==> src/rtl/mexp_pkg.sv <==
// Shared types, constants and helper functions for the modular exponentiation block.
// Used by mexp_ctrl, mexp_datapath and modular_exponentiation; depends on nothing else.
`default_nettype none

package mexp_pkg;

    localparam int WIDTH = 32;
    localparam int CNT_W = $clog2(WIDTH);

    typedef logic [WIDTH-1:0] word_t;
    typedef logic [CNT_W-1:0] cnt_t;
    typedef logic [1:0]       cfg_index_t;

    localparam cnt_t CNT_LAST = cnt_t'(WIDTH - 1);

    localparam cfg_index_t REG_MODULUS  = 2'd0;
    localparam cfg_index_t REG_EXPONENT = 2'd1;

    localparam word_t MODULUS_RESET  = word_t'(3233);
    localparam word_t EXPONENT_RESET = word_t'(17);

    typedef enum logic [2:0] {
        ST_IDLE,
        ST_REDUCE,
        ST_MINIT,
        ST_MSTEP,
        ST_MCOMMIT,
        ST_FINISH
    } state_t;

    typedef struct packed {
        logic load;
        logic reduce_step;
        logic mul_init;
        logic mul_step;
        logic mul_commit;
        logic finish;
    } cmd_t;

    typedef struct packed {
        logic special;
    } status_t;

    // Sum of two residues below m, reduced once more below m.
    function automatic word_t add_mod(input word_t x, input word_t y, input word_t m);
        logic [WIDTH:0] s;
        s = {1'b0, x} + {1'b0, y};
        if (s >= {1'b0, m})
        begin
            s = s - {1'b0, m};
        end
        return s[WIDTH-1:0];
    endfunction

endpackage

`default_nettype wire

==> src/rtl/modular_exponentiation.sv <==
// Top level of the modular exponentiation block; uses mexp_pkg, mexp_ctrl and mexp_datapath.
// After acceptance the block runs 32 reduction steps, then per exponent bit a set-up step, 32
// multiplier steps and a commit step, then loads the output register; a zero modulus or exponent
// goes straight to loading the output register. A new word is taken only after the last one has
// been loaded there, later while a finished word waits. Reset is asynchronous and active low; it
// sets modulus 3233 and exponent 17 and empties the block.
`default_nettype none

module modular_exponentiation (
    input  wire logic                  clk,
    input  wire logic                  rst_n,
    input  wire logic                  in_valid,
    output logic                       in_ready,
    input  wire mexp_pkg::word_t       message,
    output logic                       out_valid,
    input  wire logic                  out_ready,
    output mexp_pkg::word_t            power_result,
    input  wire logic                  cfg_valid,
    output logic                       cfg_ready,
    input  wire mexp_pkg::cfg_index_t  cfg_index,
    input  wire mexp_pkg::word_t       cfg_data
);

    mexp_pkg::cmd_t    cmd;
    mexp_pkg::status_t status;

    assign cfg_ready = 1'b1;

    mexp_ctrl u_ctrl (
        .clk       (clk),
        .rst_n     (rst_n),
        .in_valid  (in_valid),
        .in_ready  (in_ready),
        .out_valid (out_valid),
        .out_ready (out_ready),
        .status    (status),
        .cmd       (cmd)
    );

    mexp_datapath u_datapath (
        .clk          (clk),
        .rst_n        (rst_n),
        .cfg_write    (cfg_valid && cfg_ready),
        .cfg_index    (cfg_index),
        .cfg_data     (cfg_data),
        .message      (message),
        .cmd          (cmd),
        .status       (status),
        .power_result (power_result)
    );

endmodule

`default_nettype wire

==> src/rtl/mexp_ctrl.sv <==
// Controller state machine of the modular exponentiation block.
// Sequences base reduction and the square-and-multiply passes; uses mexp_pkg.
`default_nettype none

module mexp_ctrl (
    input  wire logic               clk,
    input  wire logic               rst_n,
    input  wire logic               in_valid,
    output logic                    in_ready,
    output logic                    out_valid,
    input  wire logic               out_ready,
    input  wire mexp_pkg::status_t  status,
    output mexp_pkg::cmd_t          cmd
);

    mexp_pkg::state_t state_reg;
    mexp_pkg::state_t state_next;
    mexp_pkg::cnt_t   step_cnt_reg;
    mexp_pkg::cnt_t   step_cnt_next;
    mexp_pkg::cnt_t   bit_cnt_reg;
    mexp_pkg::cnt_t   bit_cnt_next;
    logic             out_valid_reg;
    logic             out_valid_next;
    logic             accept;
    logic             release_ok;

    assign accept     = in_valid && (state_reg == mexp_pkg::ST_IDLE);
    assign release_ok = !out_valid_reg || out_ready;

    always_comb
    begin
        state_next    = state_reg;
        step_cnt_next = step_cnt_reg;
        bit_cnt_next  = bit_cnt_reg;
        unique case (state_reg)
            mexp_pkg::ST_IDLE:
            begin
                step_cnt_next = '0;
                bit_cnt_next  = '0;
                if (accept)
                begin
                    state_next = status.special ? mexp_pkg::ST_FINISH : mexp_pkg::ST_REDUCE;
                end
            end
            mexp_pkg::ST_REDUCE:
            begin
                step_cnt_next = step_cnt_reg + 1'b1;
                if (step_cnt_reg == mexp_pkg::CNT_LAST)
                begin
                    state_next = mexp_pkg::ST_MINIT;
                end
            end
            mexp_pkg::ST_MINIT:
            begin
                step_cnt_next = '0;
                state_next    = mexp_pkg::ST_MSTEP;
            end
            mexp_pkg::ST_MSTEP:
            begin
                step_cnt_next = step_cnt_reg + 1'b1;
                if (step_cnt_reg == mexp_pkg::CNT_LAST)
                begin
                    state_next = mexp_pkg::ST_MCOMMIT;
                end
            end
            mexp_pkg::ST_MCOMMIT:
            begin
                bit_cnt_next = bit_cnt_reg + 1'b1;
                if (bit_cnt_reg == mexp_pkg::CNT_LAST)
                begin
                    state_next = mexp_pkg::ST_FINISH;
                end
                else
                begin
                    state_next = mexp_pkg::ST_MINIT;
                end
            end
            mexp_pkg::ST_FINISH:
            begin
                if (release_ok)
                begin
                    state_next = mexp_pkg::ST_IDLE;
                end
            end
            default:
            begin
                state_next = mexp_pkg::ST_IDLE;
            end
        endcase
    end

    always_comb
    begin
        cmd            = '0;
        out_valid_next = out_valid_reg && !out_ready;
        unique case (state_reg)
            mexp_pkg::ST_IDLE:    cmd.load        = accept;
            mexp_pkg::ST_REDUCE:  cmd.reduce_step = 1'b1;
            mexp_pkg::ST_MINIT:   cmd.mul_init    = 1'b1;
            mexp_pkg::ST_MSTEP:   cmd.mul_step    = 1'b1;
            mexp_pkg::ST_MCOMMIT: cmd.mul_commit  = 1'b1;
            mexp_pkg::ST_FINISH:
            begin
                cmd.finish = release_ok;
                if (release_ok)
                begin
                    out_valid_next = 1'b1;
                end
            end
            default:
            begin
                cmd = '0;
            end
        endcase
    end

    always_ff @(posedge clk or negedge rst_n)
    begin
        if (!rst_n)
        begin
            state_reg     <= mexp_pkg::ST_IDLE;
            step_cnt_reg  <= '0;
            bit_cnt_reg   <= '0;
            out_valid_reg <= 1'b0;
        end
        else
        begin
            state_reg     <= state_next;
            step_cnt_reg  <= step_cnt_next;
            bit_cnt_reg   <= bit_cnt_next;
            out_valid_reg <= out_valid_next;
        end
    end

    assign in_ready  = (state_reg == mexp_pkg::ST_IDLE);
    assign out_valid = out_valid_reg;

endmodule

`default_nettype wire

==> src/rtl/mexp_datapath.sv <==
// Datapath of the modular exponentiation block: configuration registers, base reducer,
// two shift-and-add modular multipliers and the result register. Uses mexp_pkg.
`default_nettype none

module mexp_datapath (
    input  wire logic                  clk,
    input  wire logic                  rst_n,
    input  wire logic                  cfg_write,
    input  wire mexp_pkg::cfg_index_t  cfg_index,
    input  wire mexp_pkg::word_t       cfg_data,
    input  wire mexp_pkg::word_t       message,
    input  wire mexp_pkg::cmd_t        cmd,
    output mexp_pkg::status_t          status,
    output mexp_pkg::word_t            power_result
);

    mexp_pkg::word_t modulus_reg;
    mexp_pkg::word_t modulus_next;
    mexp_pkg::word_t exponent_reg;
    mexp_pkg::word_t exponent_next;
    mexp_pkg::word_t msg_reg;
    mexp_pkg::word_t msg_next;
    mexp_pkg::word_t base_reg;
    mexp_pkg::word_t base_next;
    mexp_pkg::word_t acc_reg;
    mexp_pkg::word_t acc_next;
    mexp_pkg::word_t exp_reg;
    mexp_pkg::word_t exp_next;
    mexp_pkg::word_t bbits_reg;
    mexp_pkg::word_t bbits_next;
    mexp_pkg::word_t ma_reg;
    mexp_pkg::word_t ma_next;
    mexp_pkg::word_t mp_reg;
    mexp_pkg::word_t mp_next;
    mexp_pkg::word_t sa_reg;
    mexp_pkg::word_t sa_next;
    mexp_pkg::word_t sp_reg;
    mexp_pkg::word_t sp_next;
    mexp_pkg::word_t result_reg;
    mexp_pkg::word_t result_next;
    logic [mexp_pkg::WIDTH:0] rem_shift;

    always_comb
    begin
        modulus_next  = modulus_reg;
        exponent_next = exponent_reg;
        if (cfg_write)
        begin
            unique case (cfg_index)
                mexp_pkg::REG_MODULUS:  modulus_next  = cfg_data;
                mexp_pkg::REG_EXPONENT: exponent_next = cfg_data;
                default:
                begin
                    modulus_next = modulus_reg;
                end
            endcase
        end
    end

    assign status.special = (modulus_reg == '0) || (exponent_reg == '0);

    // One restoring step of message modulo modulus, most significant bit first.
    assign rem_shift = {base_reg, msg_reg[mexp_pkg::WIDTH-1]};

    always_comb
    begin
        msg_next    = msg_reg;
        base_next   = base_reg;
        acc_next    = acc_reg;
        exp_next    = exp_reg;
        bbits_next  = bbits_reg;
        ma_next     = ma_reg;
        mp_next     = mp_reg;
        sa_next     = sa_reg;
        sp_next     = sp_reg;
        result_next = result_reg;
        if (cmd.load)
        begin
            msg_next  = message;
            base_next = '0;
            acc_next  = (modulus_reg == mexp_pkg::word_t'(1)) ? '0 : mexp_pkg::word_t'(1);
            exp_next  = exponent_reg;
        end
        if (cmd.reduce_step)
        begin
            msg_next = {msg_reg[mexp_pkg::WIDTH-2:0], 1'b0};
            if (rem_shift >= {1'b0, modulus_reg})
            begin
                base_next = mexp_pkg::word_t'(rem_shift - {1'b0, modulus_reg});
            end
            else
            begin
                base_next = rem_shift[mexp_pkg::WIDTH-1:0];
            end
        end
        if (cmd.mul_init)
        begin
            ma_next    = acc_reg;
            mp_next    = '0;
            sa_next    = base_reg;
            sp_next    = '0;
            bbits_next = base_reg;
        end
        if (cmd.mul_step)
        begin
            if (bbits_reg[0])
            begin
                mp_next = mexp_pkg::add_mod(mp_reg, ma_reg, modulus_reg);
                sp_next = mexp_pkg::add_mod(sp_reg, sa_reg, modulus_reg);
            end
            ma_next    = mexp_pkg::add_mod(ma_reg, ma_reg, modulus_reg);
            sa_next    = mexp_pkg::add_mod(sa_reg, sa_reg, modulus_reg);
            bbits_next = {1'b0, bbits_reg[mexp_pkg::WIDTH-1:1]};
        end
        if (cmd.mul_commit)
        begin
            if (exp_reg[0])
            begin
                acc_next = mp_reg;
            end
            base_next = sp_reg;
            exp_next  = {1'b0, exp_reg[mexp_pkg::WIDTH-1:1]};
        end
        if (cmd.finish)
        begin
            if (modulus_reg == '0)
            begin
                result_next = '0;
            end
            else if (exponent_reg == '0)
            begin
                result_next = mexp_pkg::word_t'(1);
            end
            else
            begin
                result_next = acc_reg;
            end
        end
    end

    always_ff @(posedge clk or negedge rst_n)
    begin
        if (!rst_n)
        begin
            modulus_reg  <= mexp_pkg::MODULUS_RESET;
            exponent_reg <= mexp_pkg::EXPONENT_RESET;
        end
        else
        begin
            modulus_reg  <= modulus_next;
            exponent_reg <= exponent_next;
        end
    end

    always_ff @(posedge clk)
    begin
        msg_reg    <= msg_next;
        base_reg   <= base_next;
        acc_reg    <= acc_next;
        exp_reg    <= exp_next;
        bbits_reg  <= bbits_next;
        ma_reg     <= ma_next;
        mp_reg     <= mp_next;
        sa_reg     <= sa_next;
        sp_reg     <= sp_next;
        result_reg <= result_next;
    end

    assign power_result = result_reg;

endmodule

`default_nettype wire

==> config.mk <==
export PLATFORM = sky130hd
export DESIGN_NAME = modular_exponentiation
export DESIGN_NICKNAME = d
export VERILOG_FILES = /design/src/rtl/mexp_pkg.sv /design/src/rtl/modular_exponentiation.sv /design/src/rtl/mexp_ctrl.sv /design/src/rtl/mexp_datapath.sv
export SDC_FILE = /design/constraint.sdc
export NUM_CORES = 1
export LEC_CHECK = 0
export ABC_CLOCK_PERIOD_IN_PS = 4700
export BUFFER_PORTS_ARGS = -buffer_cell sky130_fd_sc_hd__buf_2
export CAP_MARGIN = 20
export CORE_ASPECT_RATIO = 0.8
export CORE_UTILIZATION = 45
export DETAILED_ROUTE_END_ITERATION = 12
export GPL_ROUTABILITY_DRIVEN = 0
export HOLD_SLACK_MARGIN = 0.02
export PLACE_DENSITY = 0.66
export SYNTH_ARGS = -nofsm -noshare
export SYNTH_HDL_FRONTEND = slang
export SYNTH_SLANG_ARGS = --single-unit
==> constraint.sdc <==
create_clock -name clk -period 4.7 [get_ports clk]
set_input_delay 0.705 -clock clk [delete_from_list [all_inputs] [get_ports clk]]
set_output_delay 0.705 -clock clk [all_outputs]
set_load 0.05 [all_outputs]
==> run summary, run 1 <==
TritonCTS built the clock tree. The final-report max-slew violation count was 0; the TritonCTS sink count was 398. For this run, the total global-route usage over all layers was measured as 29.8%.

Count of boundary I/O pins: 106. The tools report the number of fill cells as 5,263. The average wire length per cell after detail routing was 21.9 µm.

By startpoint and endpoint, the worst setup path is classified as flop to flop. The first global-routing pass estimated 146,000 µm of wire. The final HPWL from detailed placement is 69,800 µm.

During synthesis, Yosys emitted a total of 0 warnings. Highest fanout seen on the critical path: 4. The total wire length after detailed routing is 95,900 µm.

The most numerous cell type found on the critical path is o211ai_1. Synthesis handed over a netlist of 3,093 instances. The floorplan step defined a core boundary enclosing 0.0613 mm².

The detailed-route vias per instance is 6.06, and the async set-or-reset flop fraction in the synthesized netlist is 19.6%. For this run, the slowest stage of the critical path takes 0.48 ns. Summing all multi-input logic gate instances after layout gives 0.0173 mm². The signal on the critical path passes through ha_4 > o211ai_1 > o211ai_1 > a21oi_2 > o211ai_1 > a41oi_2 > buf_4 > o21bai_1 > xor2_1 > ha_1 > a21o_1 > a21oi_2 > nor2_2 > a211oi_2 > o31ai_4 > a31o_4 > a21boi_4 > buf_6 > buf_6 > nor3_2 > a221o_1. For the final-layout worst hold slack, the log shows 0.309 ns. The most critical setup path has its endpoint at u_datapath.sp_reg[23]$_DFF_P_. The cell taking the most area after synthesis was edfxtp_1. The fraction of post-synthesis cell area in the top cell type by area was 23.7%. Worst path required time: 5.18 ns. The run gives 83 as the count of cell types in the netlist. The initial utilization of the core area, before any placement, comes to 45.7%. The detail route stage leaves a number of antenna-violating nets equal to 0. The path type of the worst min-delay path is input port to flop. The H-tree generated during clock tree synthesis spans 2 levels.

The logs give 0 for the hold violation count in the final report and -0.38 ns for the internal reg-to-reg setup slack. The run gives 3,399 as the total nets after synthesis. The number of antenna violations at the first check in global routing is 7, and the count of port buffers added during placement is 104. The synthesized design contains 221 enable-type register cells. TritonCTS created 45 clock buffers. The run finished, with violations left. The tools report the category of the worst setup path capture point as a flop. Dividing the final minimum period by the clock period gives 108%. The maximum number of buffers from clock root to sink came out at 3. The worst register-to-register path ends at u_datapath.sp_reg[23]$_DFF_P_. For this run, the leading register cell type out of synthesis is edfxtp_1.

The synthesis-to-finish area growth was 24.2%; the signal arrival time at the worst endpoint was 5.56 ns. The number of max-capacitance violations reported is 0. The launching element type of the critical path is a flop.

By area the synthesized netlist is led by edfxtp_1 (24%), ha_1 (10%), dfxtp_1 (7.1%). The mean instance size in the synthesized netlist was 9.06 µm²; the total DRC errors in the routed layout was 0. The launching element of the worst setup path is u_datapath.sa_reg[4]$_DFFE_PP_. The die is 225 µm tall. The floorplan step set the die width to 281 µm. The logs give 64 for the final setup violation count and 0.0633 mm² for the total die area. The finished layout holds 4,386 standard cells, fillers aside. The via count of the first global-routing pass was 25,600; the actual transition at the worst max-transition pin was 1.03 ns. The smallest clock period supported by the final layout is computed as 5.08 ns.

The slowest stage of the critical path is the edfxtp_1 cell. The detailed router placed 26,600 vias in this run. Counting instances in the post-synthesis netlist gives the leading cell types as nand2_1 (465), o21ai_0 (275), ha_1 (228).

The clock-pin transition on the worst setup and hold timing paths is 0.06 ns, and the maximum number of pins on one net before global-route repair is 102. In the post-synthesis netlist, the cell with the most instances is nand2_1. Including well taps, the total number of placed cells is 4,249. The first TritonRoute pass finished after 6 iterations. For this block, the initial DRC count from the detailed router was 2,652.

Setup repair after global routing could not meet its margin everywhere. Clock network latency to the later pin of the worst-skew pair: 0.64 ns. The mapped netlist covers 0.0280 mm².

The final setup slack of the worst path was -0.382 ns; the timing-limited maximum frequency was 197 MHz. The depth of the most critical reg-to-reg path came out at 21. The run gives 3,822 as the number of nets at the end of the flow.

In this run the clock root is driven by a clkbuf_16. The tools report the post-route clock skew as 0.0648 ns. For the total number of placement rows, the log shows 81. Share of final-layout standard cells stronger than drive strength 1: 21.6%. Across the whole layout, storage elements account for 0.0106 mm². After global routing the overflow that remains totals 0.

After synthesis the netlist holds a flip-flop and latch count of 398. The worst register-to-register path begins at u_datapath.sa_reg[4]$_DFFE_PP_. After synthesis, flip-flops and latches occupy 37.8% of the total area.

The checks that failed: negative setup slack. The worst pin sits at a relative slew slack of 31.4%.
final cells by class:
type                    instances  area share [%]
multi-input cells            2480            49.8
flip-flops and latches        398            30.4
repair buffers                501            11.0
clock buffers                  55            3.46
well taps                     830            2.99
clock inverters                29            1.41
inverters                      90           0.971
diodes                          3          0.0216
cells by family (layout without fill, tap and decap cells):
logic type	count (synthesis)	in the layout	synth area share (%)
buf+inv	215	675	3.11
mux	132	132	4.88
flops	398	398	37.8
simple gates	981	981	15.8
fa+ha+maj	235	235	10.7
xor+xnor	183	183	5.72
other cells	1	4	0.0134
compound gates	948	948	22.0
per-layer routing:
metal  up-vias  share of wire (%)  track usage (%)
li1      12200                  -                -
met1     12800                 43             41.4
met2      1286                 42             44.5
met3       247                 11             7.75
met4         8                4.0             10.7
met5         -              0.048                0
cell usage in the layout (no fill, tap or decap), types with 21 or more instances in the layout:
master / count
nand2_1: 462
buf_4: 364
o21ai_0: 225
edfxtp_1: 221
ha_1: 219
a21oi_1: 175
nor2_1: 148
a21o_1: 121
xnor2_1: 108
buf_2: 103
dfxtp_1: 99
mux2i_1: 92
inv_1: 89
nand3_1: 73
dfrtp_1: 71
a22o_1: 69
xor2_1: 65
o21ai_1: 51
clkbuf_16: 48
and2_1: 46
nor3_1: 42
o21a_1: 37
mux2_2: 36
nand4_1: 33
and3_1: 31
a211oi_1: 27
a21oi_2: 26
nor2b_1: 26
o211ai_1: 22
o21bai_1: 21
nor4_1: 21
a31oi_1: 21
metrics by stage:
stage | utilization [%] | setup TNS (ns) | setup WS, ns | cell area, µm²
floorplan | - | 0 | 0.0134 | 28100
global placement | 52.0 | -18.14 | -0.391 | 31900
detailed placement | 52.0 | -26.79 | -0.521 | 31900
CTS | 55.9 | -6.69 | -0.229 | 34300
global route | 56.7 | -24.76 | -0.507 | 34800
finish | 56.7 | -14.37 | -0.382 | 34800
worst min path at each step:
| stage | from | end | cells after the start |
|---|---|---|---|
| detailed placement | u_datapath.exp_reg[31]$_SDFFE_PP0P_ | u_datapath.exp_reg[31]$_SDFFE_PP0P_ | 2 |
| finish | cfg_data[3] | u_datapath.modulus_reg[3]$_DFFE_PN0P_ | 3 |
| global route | cfg_data[0] | u_datapath.modulus_reg[0]$_DFFE_PN1P_ | 3 |
| global placement | u_datapath.exp_reg[31]$_SDFFE_PP0P_ | u_datapath.exp_reg[31]$_SDFFE_PP0P_ | 2 |
| CTS | rst_n | u_ctrl.bit_cnt_reg[0]$_DFFE_PN0P_ | 1 |
| floorplan | rst_n | u_ctrl.bit_cnt_reg[0]$_DFFE_PN0P_ | 0 |
worst max-delay path, delay by kind of cell, from the launching register on:
family          cells  cell delay [ns]
flops               1             0.48
simple gates        2             0.11
buf+inv             3             0.44
compound gates     13             2.98
fa+ha+maj           2             0.64
xor+xnor            1             0.24
what timing repair did:
action | 4_1_cts | 5_1_grt
pin swaps | 76 | 54
buffers inserted | 26 | 19
endpoints found under the setup margin | 64 | 65
hold buffers | 0 | 1
cloned | 5 | 3
hold endpoints to repair | 0 | 8
gates resized for setup | 140 | 69
Power of run 1 is not shown: default switching activity piles up to over one toggle a cycle in this logic, so the estimate is an artifact.
==> run 2, diff against run 1 <==
Settings changed: GPL_TIMING_DRIVEN set to 1, SETUP_SLACK_MARGIN set to 0.02.
==> run 2 against run 1 <==
Final cell count fell by 0.64%. Cell area is 0.86% lower. Critical path type unchanged. The flow still finishes with violations (negative setup slack). Highest routed layer unchanged. Die area stayed put. Non-clock buffer count is 24 lower.
==> run summary, run 2 (same netlist as run 1, synthesis figures left out) <==
Most common cell after layout, fill and taps aside: nand2_1. The tools report the post-route clock skew as 0.0413 ns (-0.0235 ns). Topmost layer with routed signal wires: met5. Relative to the synthesized area, the layout overhead comes to 23.1%.

The tools report the category of the worst setup path capture point as a flop. For the clock network latency to the later pin of the worst-skew pair, the log shows 0.63 ns (about the same). The tools report the final-report max-slew violation count as 0 (unchanged). The hold violation count in the final report was 0 (unchanged).

The maximum number of pins on one net before global-route repair is 79 (-23%). The number of CTS-inserted buffers was 44 (-2.2%); the met3 wirelength from detailed routing was 10,000 µm (-4.2%). The tools report the count of boundary I/O pins as 106 (unchanged). First-pass detailed-route iteration total: 6 (unchanged).

The run finished, with violations left. The path class of the tightest hold or removal check is input port to flop. The timing-limited maximum frequency is 201 MHz (+2.0%).

The clock-pin transition on the worst setup and hold timing paths was 0.07 ns (about the same). Final-layout worst hold slack: 0.318 ns (+0.00819 ns). The total wire length after detailed routing came out at 95,500 µm (-0.43%).

Worst path required time: 5.20 ns (+0.02 ns). The tree is rooted in a clkbuf_16. The average wire length per cell after detail routing was 21.9 µm (+0.21%). The residual overflow from global routing is 0 (unchanged). The number of antenna violations at the first check in global routing came out at 2 (-5). The logs give 4,221 (-0.66%) for the cell count after placement and 40,000 µm (-0.29%) for the total met2 wirelength after detailed routing. The total number of placement rows is 81 (unchanged), and the number of nets at the end of the flow is 3,797 (-0.65%).

The run gives 0 (unchanged) as the count of antenna-violating nets left after detailed routing. The critical path in this run is classified as flop to flop. Number of max-capacitance violations reported: 0 (unchanged). The initial detailed-routing violation count came out at 3,080 (+16%). The global-route usage over all layers came out at 29.6% (-0.24 points).

TritonCTS built the clock tree. The checks that failed: negative setup slack. The total die area was 0.0633 mm² (unchanged); the total DRC errors in the routed layout was 0 (unchanged). For the non-filler instance count after layout, the log shows 4,358 (-0.64%). Height of the die: 225 µm (unchanged). The worst relative slew slack is 33.2% (+1.8 points). The die extent in x was 281 µm (unchanged); the highest fanout seen on the critical path was 6 (+2). First-pass GRT wire length: 145,000 µm (-0.91%). The via count of the first global-routing pass was 25,000 (-2.4%); the actual transition at the worst max-transition pin was 1.00 ns (-0.0273 ns). The maximum number of buffers from clock root to sink was 3 (unchanged).

In the layout the commonest cells are nand2_1 (461), buf_4 (350), o21ai_0 (237). The run gives 45.7% (unchanged) as the starting utilization of the core area. The final HPWL from detailed placement was 70,500 µm (+0.88%). The count of port buffers added during placement is 104 (unchanged), and the number of fill cells is 5,334 (+1.3%).

The share of final-layout standard cells stronger than drive strength 1 came out at 21.5% (-0.096 points). The logs give 0.0345 mm² (-0.86%) for the final design instance area without fill and 26,400 (-0.49%) for the total number of vias. For the signal arrival time at the worst endpoint, the log shows 5.49 ns (-0.07 ns).

Final critical-path share of the clock period: 106% (-2.1 points). The worst setup path is launched from a flop. For the cell area after placement, the log shows 0.0316 mm² (-0.78%).

Setup repair after global routing could not meet its margin everywhere. For the final setup slack of the worst path, the log shows -0.285 ns (+0.0976 ns). Detailed-route vias per instance: 6.07 (+0.15%).

For the depth of the CTS H-tree, the log shows 2 (unchanged). The length of routed wiring on met1 is 42,100 µm (+1.5%), and the TritonCTS sink count is 398 (unchanged). The area inside the core boundary came out at 0.0613 mm² (unchanged). Final setup violation count: 61 (-4.7%). The post-layout minimum cycle time came out at 4.98 ns (-0.0976 ns).
==> run 2: area by class of cell <==
cell class	count	area, µm²	area share, %
Clock buffer	60	1250	3.64
Multi-Input combinational cell	2480	17400	50.6
Sequential cell	398	10600	30.7
Timing Repair Buffer	477	3550	10.3
Tap cell	830	1040	3.01
Clock inverter	22	277	0.802
Inverter	90	338	0.980
Antenna cell	1	2.50	0.00726
==> run 2: per-stage QoR <==
stage	utilization [%]	worst slack [ns]	setup TNS, ns
floorplan	-	0.0279	0
global placement	51.6	-0.368	-17.49
detailed placement	51.6	-0.562	-23.71
CTS	55.5	-0.125	-3.84
global route	56.2	-0.419	-20.49
finish	56.2	-0.285	-9.02
==> run 2: repair_timing <==
item | in CTS | in global routing
buffers inserted | 32 | 17
setup endpoints to repair | 64 | 64
pin swaps | 88 | 60
endpoints found under the hold margin | 0 | 4
gates resized for setup | 156 | 60
gates cloned | 6 | 2
hold buffers | 0 | 1
==> run 2: final timing paths <==
path	from	to	slack (ns)	cells past startpoint
setup / recovery	u_datapath.sa_reg[1]$_DFFE_PP_	u_datapath.sp_reg[0]$_DFF_P_	-0.28	20
hold / removal	cfg_data[12]	u_datapath.modulus_reg[12]$_DFFE_PN0P_	0.32	3
setup reg to reg	u_datapath.sa_reg[1]$_DFFE_PP_	u_datapath.sp_reg[0]$_DFF_P_	-0.28	20
hold reg to reg	u_datapath.msg_reg[0]$_SDFFE_PP0P_	u_datapath.msg_reg[0]$_SDFFE_PP0P_	0.46	2
max in group asynchronous	rst_n	u_datapath.modulus_reg[5]$_DFFE_PN1P_	3.65	3
min in group asynchronous	rst_n	u_ctrl.bit_cnt_reg[1]$_DFFE_PN0P_	0.44	2
==> run 2: critical path, cell delays in order (launching register included) <==
cell      delay, ns
edfxtp_1       0.48
buf_6          0.16
fa_2           0.36
a21oi_2        0.20
o21ai_2        0.10
o221ai_2       0.21
a21oi_2        0.12
o311a_1        0.35
a221o_1        0.34
a21oi_2        0.18
xnor2_2        0.16
ha_1           0.30
a21o_1         0.17
a21o_1         0.18
a211oi_2       0.22
o31ai_2        0.10
a31o_2         0.24
a21boi_4       0.32
buf_12         0.18
mux2_2         0.33
o21ai_1        0.16
==> run 2: per-layer routing <==
layer	up-vias	global-route usage [%]
met3	202	5.73
li1	12200	-
met5	-	0
met4	2	10.4
met2	1270	43.7
met1	12800	42.7
Power of run 2 is left out for the same reason.
